==> src/rtl/core/pvas_pkg.sv <==
// shared constants for the polygon vertex angular sort
// no dependencies
`default_nettype none

package pvas_pkg;

  localparam int MAX_POINTS_DEF = 16;
  localparam int COORD_BITS_DEF = 16;

  localparam logic [1:0] ST_OK  = 2'd0;
  localparam logic [1:0] ST_DUP = 2'd1;
  localparam logic [1:0] ST_COL = 2'd2;

endpackage

`default_nettype wire

==> src/rtl/core/pvas_sort_cell.sv <==
// one cell of the insertion sort chain, ordered by polar angle
// about the lowest vertex; depends on pvas_pkg
`default_nettype none

module pvas_sort_cell import pvas_pkg::*; #(
  parameter int COORD_BITS = COORD_BITS_DEF,
  localparam int DW = COORD_BITS + 1,
  localparam int PW = 2 * DW
) (
  input  logic                         clk,
  input  logic                         rst,
  input  logic                         ins_en,
  input  logic                         pop_en,
  input  logic signed [DW-1:0]         new_dx,
  input  logic signed [DW-1:0]         new_dy,
  input  logic signed [COORD_BITS-1:0] new_x,
  input  logic signed [COORD_BITS-1:0] new_y,
  input  logic                         prev_place,
  input  logic                         prev_valid,
  input  logic signed [DW-1:0]         prev_dx,
  input  logic signed [DW-1:0]         prev_dy,
  input  logic signed [COORD_BITS-1:0] prev_x,
  input  logic signed [COORD_BITS-1:0] prev_y,
  input  logic                         next_valid,
  input  logic signed [DW-1:0]         next_dx,
  input  logic signed [DW-1:0]         next_dy,
  input  logic signed [COORD_BITS-1:0] next_x,
  input  logic signed [COORD_BITS-1:0] next_y,
  output logic                         valid,
  output logic signed [DW-1:0]         dx,
  output logic signed [DW-1:0]         dy,
  output logic signed [COORD_BITS-1:0] x,
  output logic signed [COORD_BITS-1:0] y,
  output logic                         place
);

  logic signed [PW-1:0] lhs;
  logic signed [PW-1:0] rhs;
  logic                 take_new;
  logic                 take_prev;

  // new word strictly ahead of the held one in angle, or the cell is empty
  assign lhs       = PW'(new_dx) * PW'(dy);
  assign rhs       = PW'(new_dy) * PW'(dx);
  assign place     = !valid || (lhs < rhs);
  assign take_new  = ins_en && place && !prev_place;
  assign take_prev = ins_en && place && prev_place;

  always_ff @(posedge clk) begin
    if (rst) begin
      valid <= 1'b0;
    end else if (take_new) begin
      valid <= 1'b1;
    end else if (take_prev) begin
      valid <= prev_valid;
    end else if (pop_en) begin
      valid <= next_valid;
    end
  end

  always_ff @(posedge clk) begin
    if (take_new) begin
      dx <= new_dx;
      dy <= new_dy;
      x  <= new_x;
      y  <= new_y;
    end else if (take_prev) begin
      dx <= prev_dx;
      dy <= prev_dy;
      x  <= prev_x;
      y  <= prev_y;
    end else if (pop_en) begin
      dx <= next_dx;
      dy <= next_dy;
      x  <= next_x;
      y  <= next_y;
    end
  end

endmodule

`default_nettype wire

==> config.mk <==
export PLATFORM = sky130hd
export DESIGN_NAME = pvas_sort_cell
export DESIGN_NICKNAME = d
export VERILOG_FILES = /design/src/rtl/core/pvas_pkg.sv /design/src/rtl/core/pvas_sort_cell.sv
export SDC_FILE = /design/constraint.sdc
export NUM_CORES = 2
export LEC_CHECK = 0
export BUFFER_PORTS_ARGS = -buffer_cell sky130_fd_sc_hd__buf_4
export CAP_MARGIN = 20
export CORE_MARGIN = 4
export CORE_UTILIZATION = 60
export DETAILED_ROUTE_END_ITERATION = 10
export PLACE_DENSITY = 0.81
export SETUP_SLACK_MARGIN = 0.4
export SYNTH_ARGS = -nofsm -noshare
export SYNTH_HDL_FRONTEND = slang
export SYNTH_SLANG_ARGS = --single-unit
==> constraint.sdc <==
create_clock -name clk -period 19.6 [get_ports clk]
set_clock_uncertainty 0.05 [all_clocks]
set_input_delay 1.96 -clock clk [delete_from_list [all_inputs] [get_ports clk]]
set_output_delay 1.96 -clock clk [all_outputs]
set_load 0.005 [all_outputs]
---- Yosys cells after proc, flatten, opt, wreduce, memory -nomap -nowiden ----
Index checks and enable logic that the tools add are counted.
word-level totals
  logic and storage cells ................. 30
  input port bits ......................... 205
  bits in latches ......................... 0
  RAM bits ................................ 0
  register bits after elaboration ......... 67
  bits in read-only memories .............. 0
  memories ................................ 0
operators by class
  multipliers ............................. 2
  bitwise operators ....................... 0
  muxes and demuxes ....................... 15
  shift-type cells ........................ 0
  reduce and logical (&&, ||, !) cells .... 7
  divide/modulo/power cells ............... 0
  eq/ne operators ......................... 0
  $lt $le $gt $ge ......................... 1
  add/sub/neg operators ................... 0
operator list
  cell               count
  $mux 17            6
  $mux 16            6
  $mul 17x17->34     2
  $lt 34x34->1       1
  $logic_and 1x1->1  3
  $mux 1             3
  $reduce_bool 3->1  1
  $logic_not 1->1    2
  $logic_or 1x1->1   1

---- Longest topological paths before layout ----
  depth in word-level cells ............... 7
  mapped depth ............................ 34

---- Least setup slack after synthesis ----
Ideal clock, no wire load.
  path kind ............................... input-to-output
  from .................................... input new_dy[16]
  to ...................................... output place
  cell stages on the path ................. 28
  required time ........................... 17,590 ps
  setup slack ............................. 8,425 ps
  arrival ................................. 9,165 ps
  cell sequence ........................... clkbuf_1 nand2_1 inv_1 fa_1 inv_1 fa_1 inv_1 fa_1 fa_1 fa_1 fa_1 ha_1 and2_1 o311a_1 a221o_1 or4_1 o21ai_1 o21bai_1 a21oi_1 xor2_1 ha_1 a21o_1 a21o_1 a21oi_1 o211a_1 a31o_2 clkbuf_1 clkbuf_1
between the ends
  word-level cells in the longest chain between the ends .. 3
ends and longest elaborated chain
  what              line                  RTL
  from (decl)       pvas_sort_cell.sv:15  input logic signed [DW-1:0] new_dy,
  $mul 17x17->34    pvas_sort_cell.sv:44  assign rhs = PW'(new_dy) * PW'(dx);
  $lt 34x34->1      pvas_sort_cell.sv:45  assign place = !valid || (lhs < rhs);
  $logic_or 1x1->1  pvas_sort_cell.sv:45
  to (decl)         pvas_sort_cell.sv:34  output logic place
Every way passes these cells.

---- Worst setup path after layout ----
Ends and elaborated chain as after synthesis.

==> run metrics <==
status finished clean; first-pass GRT wire length ~120000 microns; worst-skew pair later-pin latency between 0.3 and 0.4 ns; htree depth 3; 1st-iter DRT viols 1316; Most Frequent Cell on Critical Path fa_1; Setup-failing EPs final 0; critical path endpoint category output pin; max-slew violation count 0; synthesized cell area 26100 sq um; Synth Flop Type edfxtp_1; initial antenna violation count 1; All-Layer GR Usage 31.4%; # port buffers 272; Final Hold Viols 0; post-DP HPWL 58200 microns; CTS resizes 0; RSZ-0062 raised after global routing false; clk root buf clkbuf_16; Pre-antenna DRT Iters 5; drt total wl around 71000 microns; routability cong. 0.946; Die H 216 microns; Final nets between 3000 and 4000; DRT antenna net count 0; Core ar. 43000 sq um; Seq cells post-synth 67; CTS max path bufs 2; Die Width 216 microns; CTS sink count 67; max cap viols 0; syn nets between 3000 and 4000; ratio of final minimum period to clock period 61.8%; RR Startpoint dx[3]; via count 20200; initial core utilization 60.6%; worst slew pin tran 1.04 ns; hold crit path type reg -> reg; startpoint types input pin; layout cells sized above 1 10.3%; largest net degree at the start of global routing 97; Hold-fix buffers, CTS 0; number of global-route vias before repair 22800; I/O pin total 273; Largest stage delay, worst path 0.71 ns; Area growth syn-to-layout 10.4%; Reg clk slew, reported paths 0.06 ns; commonest non-fill, non-tap cell in the layout inv_1; post-layout minimum cycle time 12.12 ns; yosys warns 0; CP Max Fanout 68; vias per cell 5.70; CP required 17.59 ns; CP arrival 10.11 ns; CTS tree yes; commonest cells after routing, fill and taps aside 651 x inv_1, 592 x fa_1, 300 x and2_1; hold path start valid; Post-CTS Setup Inserts 0; count of cell types in the netlist between 50 and 60; drt wl/cell 20.0 microns; Final TNS setup 0 ns; cell count after synthesis 2777; CP Class in -> out; Die ar. 46800 sq um; CP max-delay cell fa_1; maximum clock rate between 80 and 90 MHz; Slew Limit Headroom a little over 30%; number of synthesized flops with an enable pin 66; Worst setup startpoint new_dy[16]; syn avg cell area 9.38 sq um; Async S/R FF share, synth 0%; CTS buffer count 9; sequential area share after synthesis 7.68%; GR Overflow Total 0; Site Rows 76; DRC 0
per-stage QoR:
stage	hold slack, ns	util [%]	instance area (sq um)	instances	setup slack [ns]
5_1_grt	0.904	66.9	28800	3542	7.13
4_1_cts	0.885	66.9	28800	3541	7.58
2_1_floorplan	0.770	-	26100	2777	8.42
3_3_place_gp	0.850	66.2	28500	3525	7.81
6_report	0.895	66.9	28800	3542	7.48
3_5_place_dp	0.871	66.2	28500	3525	7.63
final timing paths:
kind / endpoint / slack (ns) / cells after the start
worst min register to register: valid / 0.90 / 3
worst max-delay path: place / 7.48 / 27
worst max register to register: dx[5] / 9.33 / 28
worst min-delay path: valid / 0.90 / 3
per-layer routing:
| metal | track usage (%) | vias up | share of wire, % |
|---|---|---|---|
| met5 | 0 | - | 0 |
| met4 | 17.5 | 0 | 6.3 |
| met3 | 6.34 | 229 | 8.0 |
| met2 | 54.9 | 959 | 51 |
| met1 | 36.2 | 10200 | 35 |
| li1 | - | 8802 | - |
Yosys cell counts, drive strengths merged, types with 8 or more instances:
cell	number	share of area, %
nor2	52	0.75
edfxtp	66	7.6
ha	203	9.7
a21oi	121	2.3
nor3	10	0.21
fa	592	45
nand4	14	0.34
nand3	14	0.27
nand2b	15	0.36
xnor2	51	1.7
xor2	23	0.77
a211oi	9	0.26
inv	651	9.4
clkbuf	106	1.5
mux2i	67	2.6
a21o	32	0.92
and2	300	7.2
nand2	275	4.0
a31oi	70	1.7
o21bai	8	0.23
o21ai	28	0.54
buf	8	0.12
area by class of cell:
cell class / count / area [sq um]
well taps: 585 / 732
diodes: 1 / 2.50
flip-flops and latches: 67 / 2000
fillers: 3344 / 14200
clock buffers: 9 / 225
inverters: 651 / 2440
repair buffers: 277 / 2080
multi-input cells: 1945 / 21200
clock inverters: 7 / 82.6
sequential cells by signal, summed over array words and instances (netlist names):
register  count
valid         1
x            16
y            16
dx           17
dy           17
kinds of logic after synthesis:
family / after synthesis / share of synthesized area (%)
adder cells (fa/ha/maj): 795 / 55.2
buffers and inverters: 765 / 11.0
AND/OR/NAND/NOR: 698 / 13.6
AO/OA/AOI/OAI: 311 / 7.43
XOR/XNOR: 74 / 2.49
multiplexers: 67 / 2.57
flip-flops: 67 / 7.68
critical path, delay by kind of cell:
| kind | cells | cell delay, ns |
|---|---|---|
| adders and majority gates | 8 | 3.80 |
| AOI/OAI and AO/OA | 10 | 2.39 |
| xor gates and xnor gates | 1 | 0.19 |
| buffers and inverters | 5 | 1.00 |
| and+or+nand+nor | 3 | 0.72 |
Power is not shown: default switching activity piles up to over one toggle a cycle in this logic, so the estimate is an artifact.
