[config.mk]
export PLATFORM = sky130hd
export DESIGN_NAME = pvas_ring_cell
export DESIGN_NICKNAME = d
export VERILOG_FILES = /design/src/rtl/core/pvas_pkg.sv /design/src/rtl/core/pvas_ring_cell.sv
export SDC_FILE = /design/constraint.sdc
export NUM_CORES = 1
export LEC_CHECK = 0
export BUFFER_PORTS_ARGS = -buffer_cell sky130_fd_sc_hd__buf_2
export CAP_MARGIN = 20
export CORE_MARGIN = 10
export CORE_UTILIZATION = 36
export DETAILED_ROUTE_END_ITERATION = 12
export GPL_TIMING_DRIVEN = 0
export HOLD_SLACK_MARGIN = 0.08
export PLACE_DENSITY = 0.74
export SETUP_SLACK_MARGIN = 0.02
export SKIP_CTS_REPAIR_TIMING = 1
export SLEW_MARGIN = 10
export SYNTH_ARGS = -nofsm -noshare
export SYNTH_HDL_FRONTEND = slang
export SYNTH_SLANG_ARGS = --single-unit
[constraint.sdc]
create_clock -name clk -period 1.5 [get_ports clk]
set_input_delay 0.225 -clock clk [delete_from_list [all_inputs] [get_ports clk]]
set_output_delay 0.225 -clock clk [all_outputs]
set_load 0.02 [all_outputs]
[src/rtl/core/pvas_pkg.sv]
// shared constants for the polygon vertex angular sort
// no dependencies
`default_nettype none

package pvas_pkg;

  localparam int MAX_POINTS_DEF = 16;
  localparam int COORD_BITS_DEF = 16;

  localparam logic [1:0] ST_OK  = 2'd0;
  localparam logic [1:0] ST_DUP = 2'd1;
  localparam logic [1:0] ST_COL = 2'd2;

endpackage

`default_nettype wire

[src/rtl/core/pvas_ring_cell.sv]
// one cell of the vertex ring: holds a vertex, rotates it to its neighbor
// and compares it with the probe vertex at the ring head; depends on pvas_pkg
`default_nettype none

module pvas_ring_cell import pvas_pkg::*; #(
  parameter int COORD_BITS = COORD_BITS_DEF
) (
  input  logic                         clk,
  input  logic                         load_en,
  input  logic                         shift_en,
  input  logic signed [COORD_BITS-1:0] din_x,
  input  logic signed [COORD_BITS-1:0] din_y,
  input  logic signed [COORD_BITS-1:0] nb_x,
  input  logic signed [COORD_BITS-1:0] nb_y,
  input  logic                         probe_en,
  input  logic signed [COORD_BITS-1:0] probe_x,
  input  logic signed [COORD_BITS-1:0] probe_y,
  output logic signed [COORD_BITS-1:0] x,
  output logic signed [COORD_BITS-1:0] y,
  output logic                         hit
);

  always_ff @(posedge clk) begin
    if (load_en) begin
      x <= din_x;
      y <= din_y;
    end else if (shift_en) begin
      x <= nb_x;
      y <= nb_y;
    end
  end

  assign hit = probe_en && (x == probe_x) && (y == probe_y);

endmodule

`default_nettype wire

* Word level (Yosys, flattened, before mapping)
Cells that the tools add are included.
** Word-level totals
- Word-level logic and storage cells :: 11
- Register bits after elaboration :: 32
- Output and inout port bits :: 33
** Cells by class
- Multiplexer cells :: 4
- Reductions and logical operators :: 3
- Eq/ne operators :: 2
** Operator list (number)
- two-way mux 16 bit :: 4
- == test 16 bit :: 2
- logical AND 1 bit :: 2
- nonzero test 2 bit :: 1

* Logic depth before layout (Yosys ltp)
Gate-level depths: netlist of run 1.
- Depth after elaboration :: 3
- Gate-level depth with buffers :: 4
- Gate-level depth less buffers :: 4

* Worst setup path after synthesis of run 1
OpenSTA, ideal clock, no wires.
- Path type :: flip-flop to output port
- Start :: reg y[6]
- End :: out hit
- Arrival time :: 1.416 ns
- Cell stages (with the launch flop) :: 5
- Path slack :: -0.141 ns
- Data required time :: 1.275 ns
- Cell sequence :: edfxtp_1 > xor2_1 > nor4_1 > nand4_1 > nor3_2
** On the way
- Word-level cells in the longest chain between the ends :: 2
** Ends and longest elaborated chain
- start, declared :: RTL line pvas_ring_cell.sv:19 : output logic signed [COORD_BITS-1:0] y,
- start signal, assigned :: RTL line pvas_ring_cell.sv:26 : y <= din_y;
- start signal, assigned :: RTL line pvas_ring_cell.sv:29 : y <= nb_y;
- == test 16 bit :: RTL line pvas_ring_cell.sv:33 : assign hit = probe_en && (x == probe_x) && (y == probe_y);
- logical AND 1 bit :: RTL line pvas_ring_cell.sv:33
- end, declared :: RTL line pvas_ring_cell.sv:20 : output logic hit
Every way passes these cells.

* Worst setup path in the final report of run 1
- Start :: reg x[11]
- End :: out hit
** On the way
- Word-level cells in the longest chain between the ends :: 3
** Ends and longest elaborated chain
- start, declared :: RTL line pvas_ring_cell.sv:18 : output logic signed [COORD_BITS-1:0] x,
- start signal, assigned :: RTL line pvas_ring_cell.sv:25 : x <= din_x;
- start signal, assigned :: RTL line pvas_ring_cell.sv:28 : x <= nb_x;
- == test 16 bit :: RTL line pvas_ring_cell.sv:33
- logical AND 1 bit (2 in series) :: RTL line pvas_ring_cell.sv:33
Every way passes these cells.

==> metrics.yaml, run 1 <==
status: "finished, violations left"
violations: "negative setup slack"
grt_pass1_vias: 1543
cpMaxStageDelayCell: "edfxtp_1"
min_from: "nb_y[14]"
grt_usage: 0.126
cp.arrival_ns: 1.67
grt-ovfl-total: 0
startpoint: "x[11]$_DFFE_PP_"
fin_total_pwr_mw: 2.38
synth-seq-cells: 32
hold_viol: 0
ys_top_cells_by_area: "edfxtp_1 (56%), mux2_2 (21%), xor2_1 (16%)"
cts_tree: "done"
grt_max_degree: 33
fin_crit_ns: 1.89
yosys.area.top_type_share: 0.564
clk_pin_slew_ns: 0.06
holdPathStages: 2
place_inst: 296
drt_first_pass_iters: 4
insertedDiodeCount: 0
relSlewSlack: 0.695
syn_area_per_cell_um2: 15.1
maxCapViolations: 0
ios: 133
fin_cells: 304
hp-class: "primary input to flip-flop"
dpl.hpwl_mm: 4.50
gp_congestion: 0.752
die_area_mm2: 0.00788
path_class: "flip-flop to primary output"
vias_per_cell: 4.75
layout_setup_ws_ns: -0.395
slowest_delay_ns: 0.40
clock_tree.root_cell: "clkbuf_8"
cp_cell_sequence: "xor2_1, nor4_2, nand3_1, nor3_4, buf_6"
yosys.area.top_type: "edfxtp_1"
routed_wl_mm: 5.42
max_freq_mhz: 528
drt-initial-drc-count: 44
yosysSeqAreaShare: 0.564
worstPathMaxFanout: 2
ctsLongestPathBuffers: 2
critPathLaunchType: "flip-flop"
cp.depth: 5
start_util: 0.381
path_buf_inv: 1
die_x_um: 88.8
pwr_density_cell_mw_per_mm2: 932
rsz0062_at_grt: "true"
ant_nets: 0
avgRoutedWirePerCell_um: 17.8
vias: 1445
grt_first_pass_wirelength_mm: 7.55
fin_hold_ws_ns: 0.249
endpoint_kind: "primary output"
yosys_warnings: 0
syn_nets: 213
antenna_found_initial: 0
synthCells: 113
portBuffers: 131
post-place-ws_ns: -0.260
cp_data_required_time_ns: 1.27
syn_area_mm2: 0.00170
finalMaxSlewViolations: 0
min_to: "y[14]$_DFFE_PP_"
setup_tns_ns: -0.395
timing.final.crit_share: 1.26
p_leak_nw: 1.19
layout-drive-gt1-share: 0.714
die_y_um: 88.8
clock-sinks: 32
cts_max_level: 2
critPathTopFamily: "simple AND/OR/NAND/NOR gates"
tightest_slew_ns: 0.457
fin_nets: 352
num_rows: 24
setup_viol: 1
numCtsBuffers: 5
area_growth_pct: 49.7
peakVddDrop_mv: 0.520
drc: 0
fp.coreArea_mm2: 0.00447
synth_cell_types: 11
worst max-delay path by stage:
stage	slack (ns)	endpoint
6_report	-0.39	hit
3_5_place_dp	-0.26	y[4]$_DFFE_PP_
3_3_place_gp	-0.24	y[4]$_DFFE_PP_
4_1_cts	-0.51	hit
2_1_floorplan	-0.09	hit
5_1_grt	-0.50	hit
layout by cell type, fill, tap and decap left out:
cell type	n
xor2_1	31
buf_6	1
clkinv_2	1
clkbuf_8	5
buf_4	1
buf_2	134
edfxtp_1	32
nand3_1	2
nor4_1	3
nand4_1	1
nor4_2	4
xnor2_1	1
nor3_1	1
or2_4	1
clkbuf_1	1
nor3_4	1
mux2_2	32
routing by layer:
metal	global-route usage	part of all wire	wire [um]	vias up
li1	-	-	-	696
met1	0.124	0.34	1860	654
met2	0.229	0.50	2730	88
met3	0.0533	0.14	740	7
met4	0.0499	0.016	85	0
met5	0	0	0	-
cell families after synthesis:
family / Yosys count / share of synthesized area
XOR/XNOR: 32 / 0.165
AND/OR/NAND/NOR: 13 / 0.0478
buffers and inverters: 4 / 0.0118
multiplexers: 32 / 0.212
flip-flops: 32 / 0.564
synth_stat cells, drive strengths merged:
master / instances
nand4: 1
buf: 4
nand3: 2
or2: 1
nor3: 2
edfxtp: 32
nor4: 7
xor2: 31
xnor2: 1
mux2: 32
sequential cells by signal, indices dropped and copies added (netlist names):
register  cells
x            16
y            16
through the flow:
step                 util  cell area, um^2
finish              0.570             2550
CTS                 0.560             2510
detailed placement  0.543             2430
global route        0.570             2550
floorplan               -             1710
global placement    0.543             2430
power by group:
group          switching [mW]  total, mW  internal [mW]
Combinational           0.316      0.601          0.285
Clock                   0.296      0.611          0.315
Sequential             0.0599       1.16           1.10
final cells by class:
type                       count  area [um^2]
fill                         392         1930
sequential                    32          961
multi-input combinational     77          756
timing repair buffer         132          669
clock buffer                   6         72.6
tap                           52         65.1
buffer                         4         20.0
clock inverter                 1         5.00
Note: power is estimated with default switching activity, not from simulation.
==> inputs of run 2 (changes only) <==
Settings changed: PLACE_DENSITY 0.74 to 0.73.
==> run 2 against run 1 <==
- final cell count down 0.33%
- largest cell class unchanged
- wire length shrank 0.90%
- power shrank 0.32%
- cell area up 0.15%
- first-iteration DRC count grew 2.3%
- critical path depth did not move
- sequential power about the same
- via count fell by 2.6%
- the flow still finishes with violations (negative setup slack)
- non-clock buffer count shrank 1
==> metrics.yaml, run 2 (synthesized netlist as in run 1, its figures left out) <==
clock_tree.root_cell: "clkbuf_8"
die_x_um: 88.8  # unchanged
hold_viol: 0  # unchanged
die_area_mm2: 0.00788  # unchanged
reg_top3: "x (16), y (16)"
grt_pass1_vias: 1576  # +2.1%
violations: "negative setup slack"
layout-drive-gt1-share: 0.717  # +0.00285
endpoint_kind: "primary output"
slowest_delay_ns: 0.40  # about the same
fin_crit_ns: 1.88  # -0.0141 ns
fin_cells: 303  # -0.33%
relSlewSlack: 0.696  # +0.000754
grt_first_pass_wirelength_mm: 7.51  # -0.54%
portBuffers: 131  # unchanged
worstPathMaxFanout: 2  # unchanged
layout_common_cells: "buf_2 (134), mux2_2 (32), edfxtp_1 (32)"
path_class: "flip-flop to primary output"
critPathLaunchType: "flip-flop"
status: "finished, violations left"
cts_max_level: 2  # unchanged
maxCapViolations: 0  # unchanged
die_y_um: 88.8  # unchanged
ios: 133  # unchanged
drt_first_pass_iters: 4  # unchanged
antenna_found_initial: 0  # unchanged
cts_tree: "done"
vias_per_cell: 4.65  # -2.2%
place_inst: 296  # unchanged
cp_cell_sequence: "xor2_1, nor4_2, nand3_1, nor3_4, buf_6"
cp_data_required_time_ns: 1.27  # about the same
hp-class: "primary input to flip-flop"
fin_hold_ws_ns: 0.250  # +0.000283 ns
vias: 1408  # -2.6%
grt_usage: 0.126  # +0.000238
cp.arrival_ns: 1.66  # about the same
timing.final.crit_share: 1.25  # -0.00938
fin_nets: 351  # -0.28%
start_util: 0.381  # unchanged
grt_max_degree: 33  # unchanged
post-place-ws_ns: -0.265  # -0.00515 ns
numCtsBuffers: 5  # unchanged
critPathTopFamily: "simple AND/OR/NAND/NOR gates"
holdPathStages: 2  # unchanged
fin_util: 0.570  # +0.000839
pwr_density_cell_mw_per_mm2: 928  # -0.46%
mostFrequentLayoutCell: "buf_2"
design_area_mm2: 0.00255  # +0.15%
layout_setup_ws_ns: -0.381  # +0.0141 ns
place_area_mm2: 0.00243  # unchanged
insertedDiodeCount: 0  # unchanged
path_buf_inv: 1  # unchanged
ant_nets: 0  # unchanged
p_leak_nw: 1.19  # -0.49%
avgRoutedWirePerCell_um: 17.7  # -0.58%
tightest_slew_ns: 0.456  # -0.00113 ns
drc: 0  # unchanged
drt-initial-drc-count: 45  # +2.3%
dpl.hpwl_mm: 4.46  # -0.80%
max_freq_mhz: 532  # +0.75%
setup_viol: 1  # unchanged
routed_wl_mm: 5.37  # -0.90%
gp_congestion: 0.696  # -7.5%
clk_pin_slew_ns: 0.06  # about the same
cpMaxStageDelayCell: "edfxtp_1"
clock-sinks: 32  # unchanged
num_rows: 24  # unchanged
setup_tns_ns: -0.381  # +0.0141 ns
min_from: "nb_y[2]"
rsz0062_at_grt: "true"
finalMaxSlewViolations: 0  # unchanged
grt-ovfl-total: 0  # unchanged
min_to: "y[2]$_DFFE_PP_"
peakVddDrop_mv: 0.428  # -18%
fin_total_pwr_mw: 2.37  # -0.32%
area_growth_pct: 49.9
fp.coreArea_mm2: 0.00447  # unchanged
ctsLongestPathBuffers: 2  # unchanged
==> run 2: layout make-up <==
type                       instances  area, um^2
fill                             397        1920
sequential                        32         961
multi-input combinational         77         768
timing repair buffer             131         662
clock buffer                       5        68.8
tap                               52        65.1
buffer                             4        20.0
clock inverter                     2        7.51
==> run 2: power breakdown <==
part / switching, mW / total [mW] / internal, mW
clock: 0.294 / 0.599 / 0.306
sequential: 0.0602 / 1.16 / 1.10
combinational: 0.321 / 0.605 / 0.283
total: 0.675 / 2.37 / 1.69
==> run 2: how the worst max path moves through the flow <==
| stage | from | end | slack (ns) | cells after the start |
|---|---|---|---|---|
| floorplan | y[1]$_DFFE_PP_ | hit | -0.09 | 4 |
| global placement | load_en | y[2]$_DFFE_PP_ | -0.27 | 3 |
| detailed placement | load_en | y[2]$_DFFE_PP_ | -0.26 | 3 |
| CTS | y[1]$_DFFE_PP_ | hit | -0.51 | 5 |
| global route | x[11]$_DFFE_PP_ | hit | -0.47 | 5 |
| finish | y[1]$_DFFE_PP_ | hit | -0.38 | 5 |
==> run 2: metal layers <==
metal	part of all wire	GRT usage	wire length, um
met5	0	0	0
met4	0.0030	0.0396	16
met3	0.13	0.0570	672
met2	0.54	0.236	2880
met1	0.34	0.121	1800
==> inputs of run 3 (changes only) <==
Settings changed: CORE_ASPECT_RATIO set to 1.5.
==> run 3 against run 2 <==
- the flow still finishes with violations (negative setup slack)
- highest routed layer unchanged
- clock power is essentially flat
- largest cell class unchanged
- die area increased by 0.72%
- sequential power about the same
==> metrics.yaml, run 3 (synthesized netlist as in run 1, its figures left out) <==
status: "finished, violations left"
violations: "negative setup slack"
numCtsBuffers: 5  # unchanged
start_util: 0.375  # -0.00566
peakVddDrop_mv: 0.598  # +40%
insertedDiodeCount: 0  # unchanged
pwr_density_cell_mw_per_mm2: 922  # -0.58%
endpoint_kind: "primary output"
drc: 0  # unchanged
critPathTopFamily: "simple AND/OR/NAND/NOR gates"
p_leak_nw: 1.19  # about the same
path_class: "flip-flop to primary output"
gp_congestion: 0.705  # +1.2%
worstPathMaxFanout: 2  # unchanged
setup_tns_ns: -0.419  # -0.0384 ns
routed_wl_mm: 5.46  # +1.7%
layout_setup_ws_ns: -0.419  # -0.0384 ns
tightest_slew_ns: 0.454  # -0.00143 ns
cts_max_level: 2  # unchanged
clock-sinks: 32  # unchanged
die_x_um: 76.2  # -14%
relSlewSlack: 0.697  # +0.000950
maxCapViolations: 0  # unchanged
cp_data_required_time_ns: 1.27  # about the same
place_inst: 308  # +4.1%
clk_pin_slew_ns: 0.06  # about the same
ios: 133  # unchanged
critPathLaunchType: "flip-flop"
setup_viol: 1  # unchanged
clock_tree.root_cell: "clkbuf_8"
die_area_mm2: 0.00794  # +0.72%
grt_first_pass_wirelength_mm: 8.31  # +11%
vias_per_cell: 4.56  # -2.0%
grt_max_degree: 33  # unchanged
num_rows: 30  # +25%
area_growth_pct: 49.7  # about the same
drt_first_pass_iters: 4  # unchanged
avgRoutedWirePerCell_um: 17.3  # -2.2%
portBuffers: 131  # unchanged
fin_nets: 351  # unchanged
max_freq_mhz: 521  # -2.0%
die_y_um: 104  # +17%
fin_cells: 315  # +4.0%
layout-drive-gt1-share: 0.709  # -0.00797
min_from: "din_x[0]"
vias: 1435  # +1.9%
startpoint: "y[13]$_DFFE_PP_"
layout_common_cells: "buf_2 (134), mux2_2 (32), edfxtp_1 (32)"
slowest_delay_ns: 0.41  # about the same
fp.coreArea_mm2: 0.00454  # +1.5%
ant_nets: 0  # unchanged
mostFrequentLayoutCell: "buf_2"
grt-ovfl-total: 0  # unchanged
fin_crit_ns: 1.92  # +0.0384 ns
drt-initial-drc-count: 31  # -31%
grt_usage: 0.133  # +0.00698
path_buf_inv: 1  # unchanged
cts_tree: "done"
antenna_found_initial: 0  # unchanged
finalMaxSlewViolations: 0  # unchanged
dpl.hpwl_mm: 4.63  # +3.8%
rsz0062_at_grt: "true"
cp_cell_sequence: "xor2_1, nor4_2, nand4_1, nor3_4, buf_6"
reg_top3: "x (16), y (16)"
ctsLongestPathBuffers: 2  # unchanged
hp-class: "primary input to flip-flop"
cp.arrival_ns: 1.69  # +0.03 ns
cpMaxStageDelayCell: "edfxtp_1"
hold_viol: 0  # unchanged
grt_pass1_vias: 1622  # +2.9%
timing.final.crit_share: 1.28  # +0.0256
## run 3: layer usage
| layer | part of all wire | track usage | vias up |
|---|---|---|---|
| met1 | 0.30 | 0.108 | 667 |
| met5 | 0 | 0 | - |
| met4 | 0.016 | 0.0613 | 0 |
| met2 | 0.60 | 0.263 | 63 |
| met3 | 0.083 | 0.0562 | 7 |
| li1 | - | - | 698 |
## run 3: power breakdown
| part | total (mW) | switching, mW | internal, mW |
|---|---|---|---|
| Sequential | 1.16 | 0.0604 | 1.10 |
| Clock | 0.597 | 0.282 | 0.315 |
| Combinational | 0.591 | 0.311 | 0.280 |
## run 3: area by class of cell
cell class | count | area [um^2]
fill | 412 | 1990
multi-input combinational | 77 | 749
clock inverter | 1 | 5.00
sequential | 32 | 961
timing repair buffer | 131 | 662
tap | 64 | 80.1
buffer | 4 | 20.0
clock buffer | 6 | 72.6
## run 3: through the flow
step	power [mW]	hold slack (ns)	util	setup slack (ns)	cell area [um^2]
2_1_floorplan	1.50	0.445	-	-0.0900	1710
3_3_place_gp	1.76	0.526	0.538	-0.258	2440
3_5_place_dp	1.77	0.530	0.538	-0.287	2440
4_1_cts	2.38	0.239	0.555	-0.570	2520
5_1_grt	2.48	0.235	0.561	-0.541	2550
6_report	2.35	0.250	0.561	-0.419	2550
## run 3: worst paths after layout
kind             end  slack (ns)  cells past startpoint
max              hit       -0.42                      5
min   x[0]$_DFFE_PP_        0.25                      2
